File: src/rtl/core/mrop_pkg.sv
`default_nettype none

package mrop_pkg;

    // field widths
    localparam int ELAPSED_W  = 16;
    localparam int TARGET_W   = 16;
    localparam int SAMPLE_W   = 12;
    localparam int ACCEL_W    = 16;
    localparam int LIMIT_W    = 12;
    localparam int DUTY_W     = 12;
    localparam int POWER_W    = 13;
    localparam int AGE_W      = 16;
    localparam int RAMP_W     = 28;

    localparam int S_TDATA_W  = 48;
    localparam int M_TDATA_W  = 40;

    // config port
    localparam int CFG_IDX_W  = 2;
    localparam int CFG_DATA_W = 16;

    localparam logic [CFG_IDX_W-1:0] REG_ACCEL_RATE   = 2'd0;
    localparam logic [CFG_IDX_W-1:0] REG_CURRENT_HIGH = 2'd1;
    localparam logic [CFG_IDX_W-1:0] REG_CURRENT_LOW  = 2'd2;

    localparam logic [ACCEL_W-1:0] ACCEL_RESET      = 16'd1000;
    localparam logic [LIMIT_W-1:0] LIMIT_HIGH_RESET = 12'd4095;
    localparam logic [LIMIT_W-1:0] LIMIT_LOW_RESET  = 12'd0;

    // fixed point and output scaling
    localparam int FRACTION_BITS = 10;
    localparam int POWER_CLAMP   = 2500;
    localparam logic [DUTY_W-1:0] PWM_PERIOD = 12'd3200;

    // timing
    localparam logic [AGE_W-1:0] AGE_MAX         = 16'hFFFF;
    localparam logic [AGE_W-1:0] HEALTH_LIMIT_MS = 16'd1000;
    localparam logic [AGE_W-1:0] HOLD_MS         = 16'd1000;
    localparam int               MS_PER_S        = 1000;

    // step = floor(accel*dt*2^FRACTION_BITS/1000), split as
    // 1024*floor(x/1000) + floor((x%1000)*128/125)
    localparam int PROD_W         = ACCEL_W + ELAPSED_W;
    localparam int Q_W            = 23;
    localparam int REM_W          = 10;
    localparam int DIV_PRE_SHIFT  = 3;
    localparam int RECIP_MS_W     = 30;
    localparam logic [RECIP_MS_W-1:0] RECIP_MS = 30'd549755814;  // ceil(2^36/125)
    localparam int RECIP_MS_SHIFT = 36;
    localparam int FRAC_N_W       = 17;
    localparam int FRAC_RECIP_W   = 18;
    localparam logic [FRAC_RECIP_W-1:0] FRAC_RECIP = 18'd134218;  // ceil(2^24/125)
    localparam int FRAC_SHIFT     = 24;
    localparam int STEP_W         = Q_W + FRACTION_BITS;

    // three-sample average
    localparam int SUM_W        = 14;
    localparam int RECIP3_W     = 15;
    localparam logic [RECIP3_W-1:0] RECIP3 = 15'd21846;  // ceil(2^16/3)
    localparam int RECIP3_SHIFT = 16;

    typedef struct packed {
        logic                      protection_active;
        logic signed [POWER_W-1:0] power_applied;
        logic [DUTY_W-1:0]         duty_reverse;
        logic [DUTY_W-1:0]         duty_forward;
    } result_t;

endpackage

`default_nettype wire

File: src/rtl/core/mrop_duty.sv
`default_nettype none

// Ramped fixed-point power -> clamped integer power and bridge duties.
module mrop_duty (
    input  wire logic signed [mrop_pkg::RAMP_W-1:0] ramped_power,
    input  wire logic                               hold,
    output mrop_pkg::result_t                       result
);
    import mrop_pkg::*;

    localparam logic signed [RAMP_W-1:0] CLAMP_POS = RAMP_W'(POWER_CLAMP);
    localparam logic signed [RAMP_W-1:0] CLAMP_NEG = -CLAMP_POS;
    localparam logic signed [RAMP_W-1:0] ROUND_BIAS = RAMP_W'((1 << FRACTION_BITS) - 1);

    logic signed [RAMP_W-1:0] biased;
    logic signed [RAMP_W-1:0] p_trunc;
    logic signed [RAMP_W-1:0] p_clamped;
    logic signed [RAMP_W-1:0] p_abs;
    logic [DUTY_W-1:0]        mag;
    logic [DUTY_W-1:0]        duty_active;

    always_comb begin
        // truncate toward zero
        biased  = ramped_power[RAMP_W-1] ? ramped_power + ROUND_BIAS : ramped_power;
        p_trunc = biased >>> FRACTION_BITS;

        if (p_trunc > CLAMP_POS) begin
            p_clamped = CLAMP_POS;
        end else if (p_trunc < CLAMP_NEG) begin
            p_clamped = CLAMP_NEG;
        end else begin
            p_clamped = p_trunc;
        end

        p_abs = p_clamped[RAMP_W-1] ? -p_clamped : p_clamped;
        mag   = p_abs[DUTY_W-1:0];

        duty_active = (mag >= PWM_PERIOD) ? '0 : PWM_PERIOD - mag;

        result.protection_active = hold;
        result.power_applied     = p_clamped[POWER_W-1:0];
        result.duty_forward      = (p_clamped > 0) ? duty_active : PWM_PERIOD;
        result.duty_reverse      = (p_clamped < 0) ? duty_active : PWM_PERIOD;
    end

endmodule

`default_nettype wire

File: src/rtl/core/motor_ramp_overcurrent_pwm.sv
`default_nettype none

// Channel  | Dir | Handshake          | Payload
// ---------+-----+--------------------+----------------------------------------------
// s_       | in  | s_tvalid/s_tready  | s_tdata: elapsed_ms, power_target, sample
// m_       | out | m_tvalid/m_tready  | m_tdata: duties, power_applied; m_tuser: prot
// cfg_     | in  | cfg_we             | cfg_addr, cfg_wdata
//
// Throughput: one word per cycle while m_ is not stalled. A word accepted on
// s_ passes through S0..S5 and the result register to m_. The depth is set by
// the ramp step's divide by 1000, spread over product, quotient, remainder and
// fraction stages ahead of the state stage; ramp, ages and hold update together.
// Reset: synchronous, active low; clears valids, sets state and config to reset values.
// Stalls: every stage holds when its successor is full and held; s_tready stays high
// while any stage ahead has room, so input keeps flowing behind a stalled m_.
module motor_ramp_overcurrent_pwm (
    input  wire logic                                aclk,
    input  wire logic                                aresetn,

    input  wire logic                                s_tvalid,
    output logic                                     s_tready,
    // [15:0] elapsed_ms, [31:16] power_target, [43:32] current_sample
    input  wire logic [mrop_pkg::S_TDATA_W-1:0]      s_tdata,

    output logic                                     m_tvalid,
    input  wire logic                                m_tready,
    // [11:0] duty_forward, [23:12] duty_reverse, [36:24] power_applied
    output logic [mrop_pkg::M_TDATA_W-1:0]           m_tdata,
    // [0] protection_active
    output logic                                     m_tuser,

    input  wire logic                                cfg_we,
    input  wire logic [mrop_pkg::CFG_IDX_W-1:0]      cfg_addr,
    input  wire logic [mrop_pkg::CFG_DATA_W-1:0]     cfg_wdata
);
    import mrop_pkg::*;

    localparam int QMUL_W = (PROD_W - DIV_PRE_SHIFT) + RECIP_MS_W;
    localparam int FMUL_W = FRAC_N_W + FRAC_RECIP_W;
    localparam int AMUL_W = SUM_W + RECIP3_W;
    localparam int PIPE_N = 7;  // S0..S5 plus the result register

    // ---------------------------------------------------------------
    // config registers
    // ---------------------------------------------------------------
    logic [ACCEL_W-1:0] accel_rate_reg;
    logic [LIMIT_W-1:0] current_high_reg;
    logic [LIMIT_W-1:0] current_low_reg;

    always_ff @(posedge aclk) begin
        if (!aresetn) begin
            accel_rate_reg   <= ACCEL_RESET;
            current_high_reg <= LIMIT_HIGH_RESET;
            current_low_reg  <= LIMIT_LOW_RESET;
        end else if (cfg_we) begin
            unique case (cfg_addr)
                REG_ACCEL_RATE:   accel_rate_reg   <= cfg_wdata[ACCEL_W-1:0];
                REG_CURRENT_HIGH: current_high_reg <= cfg_wdata[LIMIT_W-1:0];
                REG_CURRENT_LOW:  current_low_reg  <= cfg_wdata[LIMIT_W-1:0];
                default: ;  // unmapped index, ignored
            endcase
        end
    end

    // ---------------------------------------------------------------
    // stage valids and advance chain
    // adv[k]: stage k hands its word to stage k+1 this cycle
    // ---------------------------------------------------------------
    logic [PIPE_N-1:0] valid_reg;
    logic [PIPE_N-1:0] adv;
    logic              in_acc;

    always_comb begin
        adv[6] = valid_reg[6] && m_tready;
        adv[5] = valid_reg[5] && (!valid_reg[6] || adv[6]);
        adv[4] = valid_reg[4] && (!valid_reg[5] || adv[5]);
        adv[3] = valid_reg[3] && (!valid_reg[4] || adv[4]);
        adv[2] = valid_reg[2] && (!valid_reg[3] || adv[3]);
        adv[1] = valid_reg[1] && (!valid_reg[2] || adv[2]);
        adv[0] = valid_reg[0] && (!valid_reg[1] || adv[1]);
    end

    assign s_tready = !valid_reg[0] || adv[0];
    assign in_acc   = s_tvalid && s_tready;

    always_ff @(posedge aclk) begin
        if (!aresetn) begin
            valid_reg <= '0;
        end else begin
            valid_reg[0] <= in_acc ? 1'b1 : (adv[0] ? 1'b0 : valid_reg[0]);
            valid_reg[1] <= adv[0] ? 1'b1 : (adv[1] ? 1'b0 : valid_reg[1]);
            valid_reg[2] <= adv[1] ? 1'b1 : (adv[2] ? 1'b0 : valid_reg[2]);
            valid_reg[3] <= adv[2] ? 1'b1 : (adv[3] ? 1'b0 : valid_reg[3]);
            valid_reg[4] <= adv[3] ? 1'b1 : (adv[4] ? 1'b0 : valid_reg[4]);
            valid_reg[5] <= adv[4] ? 1'b1 : (adv[5] ? 1'b0 : valid_reg[5]);
            valid_reg[6] <= adv[5] ? 1'b1 : (adv[6] ? 1'b0 : valid_reg[6]);
        end
    end

    // ---------------------------------------------------------------
    // S0: input register
    // ---------------------------------------------------------------
    logic [ELAPSED_W-1:0]       s0_dt_reg;
    logic signed [TARGET_W-1:0] s0_target_reg;
    logic [SAMPLE_W-1:0]        s0_sample_reg;

    always_ff @(posedge aclk) begin
        if (in_acc) begin
            s0_dt_reg     <= s_tdata[15:0];
            s0_target_reg <= s_tdata[31:16];
            s0_sample_reg <= s_tdata[43:32];
        end
    end

    // ---------------------------------------------------------------
    // S1: accel*dt, three-sample sum; sample history shifts here
    // ---------------------------------------------------------------
    logic [SAMPLE_W-1:0]        hist0_reg;
    logic [SAMPLE_W-1:0]        hist1_reg;
    logic [PROD_W-1:0]          s1_prod_reg;
    logic [SUM_W-1:0]           s1_sum_reg;
    logic [ELAPSED_W-1:0]       s1_dt_reg;
    logic signed [TARGET_W-1:0] s1_target_reg;
    logic [PROD_W-1:0]          prod_c;
    logic [SUM_W-1:0]           sum_c;

    assign prod_c = {{(PROD_W-ACCEL_W){1'b0}}, accel_rate_reg}
                  * {{(PROD_W-ELAPSED_W){1'b0}}, s0_dt_reg};
    assign sum_c  = {{(SUM_W-SAMPLE_W){1'b0}}, s0_sample_reg}
                  + {{(SUM_W-SAMPLE_W){1'b0}}, hist0_reg}
                  + {{(SUM_W-SAMPLE_W){1'b0}}, hist1_reg};

    always_ff @(posedge aclk) begin
        if (!aresetn) begin
            hist0_reg <= '0;
            hist1_reg <= '0;
        end else if (adv[0]) begin
            hist0_reg <= s0_sample_reg;
            hist1_reg <= hist0_reg;
        end
    end

    always_ff @(posedge aclk) begin
        if (adv[0]) begin
            s1_prod_reg   <= prod_c;
            s1_sum_reg    <= sum_c;
            s1_dt_reg     <= s0_dt_reg;
            s1_target_reg <= s0_target_reg;
        end
    end

    // ---------------------------------------------------------------
    // S2: quotient by 1000, average by 3 (reciprocal multiplies)
    // ---------------------------------------------------------------
    logic [Q_W-1:0]             s2_q_reg;
    logic [PROD_W-1:0]          s2_prod_reg;
    logic [SAMPLE_W-1:0]        s2_avg_reg;
    logic [ELAPSED_W-1:0]       s2_dt_reg;
    logic signed [TARGET_W-1:0] s2_target_reg;
    logic [QMUL_W-1:0]          qmul_c;
    logic [AMUL_W-1:0]          amul_c;

    assign qmul_c = {{RECIP_MS_W{1'b0}}, s1_prod_reg[PROD_W-1:DIV_PRE_SHIFT]}
                  * {{(QMUL_W-RECIP_MS_W){1'b0}}, RECIP_MS};
    assign amul_c = {{RECIP3_W{1'b0}}, s1_sum_reg}
                  * {{(AMUL_W-RECIP3_W){1'b0}}, RECIP3};

    always_ff @(posedge aclk) begin
        if (adv[1]) begin
            s2_q_reg      <= qmul_c[RECIP_MS_SHIFT +: Q_W];
            s2_avg_reg    <= amul_c[RECIP3_SHIFT +: SAMPLE_W];
            s2_prod_reg   <= s1_prod_reg;
            s2_dt_reg     <= s1_dt_reg;
            s2_target_reg <= s1_target_reg;
        end
    end

    // ---------------------------------------------------------------
    // S3: remainder mod 1000, health compare
    // ---------------------------------------------------------------
    logic [Q_W-1:0]             s3_q_reg;
    logic [REM_W-1:0]           s3_rem_reg;
    logic                       s3_healthy_reg;
    logic [ELAPSED_W-1:0]       s3_dt_reg;
    logic signed [TARGET_W-1:0] s3_target_reg;
    logic [PROD_W-1:0]          rem_full_c;

    assign rem_full_c = s2_prod_reg
                      - ({{(PROD_W-Q_W){1'b0}}, s2_q_reg} * PROD_W'(MS_PER_S));

    always_ff @(posedge aclk) begin
        if (adv[2]) begin
            s3_q_reg       <= s2_q_reg;
            s3_rem_reg     <= rem_full_c[REM_W-1:0];
            s3_healthy_reg <= (s2_avg_reg < current_high_reg)
                           && (s2_avg_reg > current_low_reg);
            s3_dt_reg      <= s2_dt_reg;
            s3_target_reg  <= s2_target_reg;
        end
    end

    // ---------------------------------------------------------------
    // S4: fraction bits of the step, step assembled
    // ---------------------------------------------------------------
    logic [STEP_W-1:0]          s4_step_reg;
    logic                       s4_healthy_reg;
    logic [ELAPSED_W-1:0]       s4_dt_reg;
    logic signed [TARGET_W-1:0] s4_target_reg;
    logic [FMUL_W-1:0]          fmul_c;

    // rem*128 times ceil(2^24/125)
    assign fmul_c = {{FRAC_RECIP_W{1'b0}}, s3_rem_reg, {(FRAC_N_W-REM_W){1'b0}}}
                  * {{FRAC_N_W{1'b0}}, FRAC_RECIP};

    always_ff @(posedge aclk) begin
        if (adv[3]) begin
            s4_step_reg    <= {s3_q_reg, fmul_c[FRAC_SHIFT +: FRACTION_BITS]};
            s4_healthy_reg <= s3_healthy_reg;
            s4_dt_reg      <= s3_dt_reg;
            s4_target_reg  <= s3_target_reg;
        end
    end

    // ---------------------------------------------------------------
    // S5: state update (ramp, ages, hold)
    // ---------------------------------------------------------------
    logic signed [RAMP_W-1:0] ramped_power_reg;
    logic [AGE_W-1:0]         unhealthy_age_reg;
    logic [AGE_W-1:0]         trip_age_reg;
    logic signed [RAMP_W-1:0] s5_power_reg;
    logic                     s5_hold_reg;

    logic signed [RAMP_W-1:0] target_fx;
    logic                     ramp_up;
    logic                     ramp_down;
    logic signed [RAMP_W-1:0] gap_s;
    logic [STEP_W-1:0]        gap_ext;
    logic signed [RAMP_W-1:0] step_s;
    logic signed [RAMP_W-1:0] moved;
    logic signed [RAMP_W-1:0] ramp_c;
    logic signed [RAMP_W-1:0] ramp_next;
    logic [AGE_W:0]           unh_sum;
    logic [AGE_W:0]           trip_sum;
    logic [AGE_W-1:0]         unh_next;
    logic [AGE_W-1:0]         trip_adv;
    logic [AGE_W-1:0]         trip_next;
    logic                     hold_c;

    always_comb begin
        target_fx = {{(RAMP_W-TARGET_W-FRACTION_BITS){s4_target_reg[TARGET_W-1]}},
                     s4_target_reg, {FRACTION_BITS{1'b0}}};
        ramp_up   = ramped_power_reg < target_fx;
        ramp_down = ramped_power_reg > target_fx;
        gap_s     = ramp_up ? target_fx - ramped_power_reg : ramped_power_reg - target_fx;
        gap_ext   = {{(STEP_W-RAMP_W){1'b0}}, gap_s};
        // below the gap the step fits the ramp width
        step_s    = s4_step_reg[RAMP_W-1:0];
        moved     = ramp_up ? ramped_power_reg + step_s : ramped_power_reg - step_s;

        if ((s4_dt_reg == '0) || !(ramp_up || ramp_down)) begin
            ramp_c = ramped_power_reg;
        end else if (s4_step_reg >= gap_ext) begin
            ramp_c = target_fx;
        end else begin
            ramp_c = moved;
        end

        unh_sum  = {1'b0, unhealthy_age_reg} + {1'b0, s4_dt_reg};
        trip_sum = {1'b0, trip_age_reg} + {1'b0, s4_dt_reg};
        if (s4_healthy_reg) begin
            unh_next = '0;
        end else begin
            unh_next = unh_sum[AGE_W] ? AGE_MAX : unh_sum[AGE_W-1:0];
        end
        trip_adv  = trip_sum[AGE_W] ? AGE_MAX : trip_sum[AGE_W-1:0];
        trip_next = (unh_next > HEALTH_LIMIT_MS) ? '0 : trip_adv;
        hold_c    = trip_next < HOLD_MS;
        ramp_next = hold_c ? '0 : ramp_c;
    end

    always_ff @(posedge aclk) begin
        if (!aresetn) begin
            ramped_power_reg  <= '0;
            unhealthy_age_reg <= '0;
            trip_age_reg      <= AGE_MAX;
        end else if (adv[4]) begin
            ramped_power_reg  <= ramp_next;
            unhealthy_age_reg <= unh_next;
            trip_age_reg      <= trip_next;
        end
    end

    always_ff @(posedge aclk) begin
        if (adv[4]) begin
            s5_power_reg <= ramp_next;
            s5_hold_reg  <= hold_c;
        end
    end

    // ---------------------------------------------------------------
    // result register
    // ---------------------------------------------------------------
    result_t res_c;
    result_t res_reg;

    mrop_duty u_duty (
        .ramped_power (s5_power_reg),
        .hold         (s5_hold_reg),
        .result       (res_c)
    );

    always_ff @(posedge aclk) begin
        if (adv[5]) begin
            res_reg <= res_c;
        end
    end

    assign m_tvalid = valid_reg[6];
    assign m_tdata  = {{(M_TDATA_W-POWER_W-2*DUTY_W){1'b0}},
                       res_reg.power_applied, res_reg.duty_reverse, res_reg.duty_forward};
    assign m_tuser  = res_reg.protection_active;

`ifndef NO_ASSERTIONS
    // a trip always restarts the hold timer
    a_trip_on_long_fault: assert property (@(posedge aclk) disable iff (!aresetn)
        (unhealthy_age_reg > HEALTH_LIMIT_MS) |-> (trip_age_reg == '0))
        else $error("unhealthy past limit without trip");

    // while held, the bridge is idle
    a_hold_idles_bridge: assert property (@(posedge aclk) disable iff (!aresetn)
        (m_tvalid && res_reg.protection_active) |->
            (res_reg.power_applied == '0 && res_reg.duty_forward == PWM_PERIOD
             && res_reg.duty_reverse == PWM_PERIOD))
        else $error("power driven during overcurrent hold");

    // never both legs active
    a_one_leg: assert property (@(posedge aclk) disable iff (!aresetn)
        m_tvalid |-> (res_reg.duty_forward == PWM_PERIOD
                      || res_reg.duty_reverse == PWM_PERIOD))
        else $error("both bridge legs active");

    // ramp stays inside the span of representable targets
    a_ramp_range: assert property (@(posedge aclk) disable iff (!aresetn)
        (ramped_power_reg >= -(RAMP_W'(1) <<< (TARGET_W + FRACTION_BITS - 1)))
        && (ramped_power_reg <= ((RAMP_W'(1) <<< (TARGET_W + FRACTION_BITS - 1))
                                 - (RAMP_W'(1) <<< FRACTION_BITS))))
        else $error("ramped power out of target range");
`endif

endmodule

`default_nettype wire
File: config.mk
export PLATFORM = sky130hd
export DESIGN_NAME = motor_ramp_overcurrent_pwm
export DESIGN_NICKNAME = d
export VERILOG_FILES = /design/src/rtl/core/mrop_pkg.sv /design/src/rtl/core/mrop_duty.sv /design/src/rtl/core/motor_ramp_overcurrent_pwm.sv
export SDC_FILE = /design/constraint.sdc
export NUM_CORES = 2
export LEC_CHECK = 0
export ABC_CLOCK_PERIOD_IN_PS = 8500
export BUFFER_PORTS_ARGS = -buffer_cell sky130_fd_sc_hd__buf_2
export CAP_MARGIN = 10
export CORE_ASPECT_RATIO = 0.6
export CORE_MARGIN = 5
export CORE_UTILIZATION = 59
export CTS_CLUSTER_DIAMETER = 50
export DETAILED_ROUTE_END_ITERATION = 8
export HOLD_SLACK_MARGIN = 0.02
export PLACE_DENSITY = 0.84
export RECOVER_POWER = 50
export REMOVE_ABC_BUFFERS = 1
export SLEW_MARGIN = 20
export SYNTH_ARGS = -nofsm -noshare
export SYNTH_HDL_FRONTEND = slang
export SYNTH_HIERARCHICAL = 1
export SYNTH_SLANG_ARGS = --single-unit
File: constraint.sdc
create_clock -name aclk -period 8.5 [get_ports aclk]
set_input_delay 1.7 -clock aclk [delete_from_list [all_inputs] [get_ports aclk]]
set_output_delay 1.7 -clock aclk [all_outputs]
set_load 0.01 [all_outputs]
==> impl_metrics.json <==
{
  "synth-main-ff-cell": "edfxtp_1",
  "routed_wl_um": 135000,
  "rsz0062_at_grt": "no",
  "ff2ff_setup_slack_ns": 0.21,
  "critPathTopFamily": "adder cells",
  "die_y_um": 242,
  "gr-usage-all-layers_pct": 28.1,
  "rr_startpoint": "s1_prod_reg[28]",
  "crit_fanout": 10,
  "synth.distinct_cells": 112,
  "drive_above_1_share_pct": 5.10,
  "report.final.hold_viol_count": 0,
  "die_x_um": 397,
  "fin_nets": 6666,
  "async_flop_share_pct": 0,
  "routed-via-count": 38574,
  "postCtsHoldBufs": 0,
  "drt_iter0_markers": 3715,
  "drc": 0,
  "crit_slowest_cell": "edfxtp_1",
  "critPathLaunch": "s1_prod_reg[28]",
  "drtPass1Iterations": 6,
  "status": "complete, but fails checks",
  "min_path_type": "reg2reg",
  "fin_crit_sh_pct": 97.5,
  "cts_tree": "built",
  "initial_core_util_pct": 59.2,
  "port_buffers": 106,
  "tns_ns": 0,
  "setup_violations": 0,
  "crit_buf_inv": 5,
  "flow.area_growth_from_synthesis_pct": 7.29,
  "crit_end": "s2_q_reg[17]",
  "routabilityCongestion": 1.01,
  "cp-start-kind": "register",
  "clock.fmax_mhz": 121,
  "fp-row-count": 85,
  "worstRegToRegCells": 22,
  "h-tree-depth": 2,
  "synth.avg_cell_area_um2": 10.3,
  "synth_edf_count": 398,
  "worstPathArrival_ns": 8.66,
  "crit_top_cell": "fa_1",
  "ys_ff_latch": 529,
  "cp_data_required_time_ns": 8.87,
  "antenna_found_initial": 4,
  "min_period_ns": 8.29,
  "violations": "capacitance limit, slew limit",
  "cp_num_cells": 22,
  "post-dp-hpwl_um": 105000,
  "maxSlewViolCount": 256,
  "cts-root-buf": "clkbuf_16",
  "maxCapViolCount": 5,
  "worstReg2RegEnd": "s2_q_reg[17]",
  "cts_buffers": 52,
  "overflow": 0,
  "clock_latency_ns": 0.63,
  "grt_max_degree": 73,
  "grt_pass1_vias": 39816,
  "slew_headroom_pct": -169,
  "clockBufferDepth": 3,
  "grt_pass1_wl_um": 215000,
  "slowest_delay_ns": 0.93,
  "synth_cells": 5140,
  "max_slew.worst_pin.slew_ns": 4.04,
  "path_cells": "ha_1 -> fa_1 -> ha_1 -> inv_1 -> fa_1 -> inv_1 -> fa_1 -> fa_1 -> inv_1 -> fa_1 -> inv_1 -> ha_1 -> ha_1 -> nand4_1 -> nor4_1 -> a2111oi_2 -> buf_4 -> o21ai_0 -> a31oi_1 -> o21ai_0 -> a21oi_1 -> xnor2_1",
  "cts.sinks": 529,
  "clkTransAtPathRegs_ns": 0.07,
  "synth_warnings": 6,
  "path_class": "reg2reg",
  "fin_worst_skew_ns": 0.0199,
  "syn-cell-area_um2": 52900,
  "via_per_inst": 5.98,
  "endpoint_kind": "register",
  "wl_per_cell_um": 20.9,
  "core_area_um2": 89300,
  "io_pins": 114,
  "fp.dieArea_um2": 95900,
  "largest_reg_flops": 37,
  "ant_nets": 0,
  "ys_seq_area_share_pct": 27.6
}
## worst reg2reg max path: cells and delay by family (launching register included)
family	cells	cell delay (ns)
buffers and inverters	5	0.44
xor gates and xnor gates	1	0.15
DFF	1	0.93
AOI/OAI and AO/OA	5	1.58
adders and majority gates	9	4.08
and+or+nand+nor	2	0.85
## cell families after synthesis
kind of cell / after synthesis / synth area share, %
fa+ha+maj: 1364 / 40.1
mux: 29 / 0.565
compound gates: 823 / 10.6
other cells: 1 / 0.00709
xor+xnor: 208 / 3.46
buf+inv: 1130 / 8.14
simple gates: 1056 / 9.60
flops: 529 / 27.6
## cells in the final DEF (no fill, tap or decap), drive strengths merged, types with 19 or more instances in the layout
cell type	synthesis	routed
inv	996	1007
ha	813	813
fa	551	551
edfxtp	398	398
nand2	377	377
a21oi	270	270
nor2	234	234
xnor2	135	135
dfxtp	131	131
o21ai	127	127
buf	26	115
and2	111	111
clkbuf	106	107
a21o	79	79
xor2	73	73
nand3	66	66
nor3	60	60
o211ai	39	39
a211oi	37	37
nand4	37	37
o21a	35	35
nor2b	35	35
and3	25	25
nand2b	25	25
mux2i	25	25
a31oi	21	21
o31ai	20	20
clkinv	2	20
a221o	19	19
o2bb2ai	19	19
## metal layers
metal	global-route usage, %	vias to the layer above	part of all wire, %
met1	40.6	18838	42
met3	9.56	255	13
met2	41.3	2038	42
li1	-	17443	-
met5	0	-	0
met4	6.08	0	2.1
## what timing repair did
action | 4_1_cts | 5_1_grt
pin swaps | 0 | 1
gates resized for setup | 1 | 1
setup buffers | 0 | 8
endpoints found under the setup margin | 1 | 6
## Yosys cell counts (all sizes together) (79+ instances only)
cell    count  share of area [%]
nand2     377                2.7
and2      111                1.3
inv       996                7.1
fa        551                 21
o21ai     127                1.2
a21o       79                1.1
xnor2     135                2.2
nor2      234                1.7
clkbuf    106               0.75
edfxtp    398                 23
a21oi     270                2.6
ha        813                 19
dfxtp     131                5.0
## per-stage QoR
| step | util, % | cells | setup WS (ns) | cell area [µm²] | hold WS, ns |
|---|---|---|---|---|---|
| final | 63.5 | 6453 | 0.209 | 56700 | 0.410 |
| after global routing | 63.5 | 6452 | 0.0122 | 56700 | 0.417 |
| after CTS | 63.5 | 6440 | 0.103 | 56700 | 0.417 |
| after detailed placement | 61.4 | 6343 | 0.0690 | 54800 | 0.405 |
| after global placement | 61.4 | 6343 | 0.134 | 54800 | 0.401 |
| after floorplan | - | 5010 | 0.0980 | 52300 | 0.400 |
## how the worst min path moves through the flow
stage / start / endpoint / slack (ns) / depth (start not counted)
after global placement: s2_target_reg[14] / s3_target_reg[14] / 0.40 / 0
after CTS: s1_dt_reg[11] / s2_dt_reg[11] / 0.42 / 0
final: s1_dt_reg[11] / s2_dt_reg[11] / 0.41 / 0
after global routing: s1_dt_reg[11] / s2_dt_reg[11] / 0.42 / 0
after detailed placement: s1_dt_reg[13] / s2_dt_reg[13] / 0.40 / 0
after floorplan: s5_hold_reg / m_tuser / 0.40 / 0
## layout make-up
type	instances	area (µm²)
clock inverter	42	623
multi-input combinational	3483	34100
sequential	529	14600
timing repair buffer	167	921
antenna	5	12.5
tap	1174	1470
inverter	998	3750
clock buffer	55	1310
fill	6770	32600
Power is not shown: default switching activity piles up to over one toggle a cycle in this logic, so the estimate is an artifact.
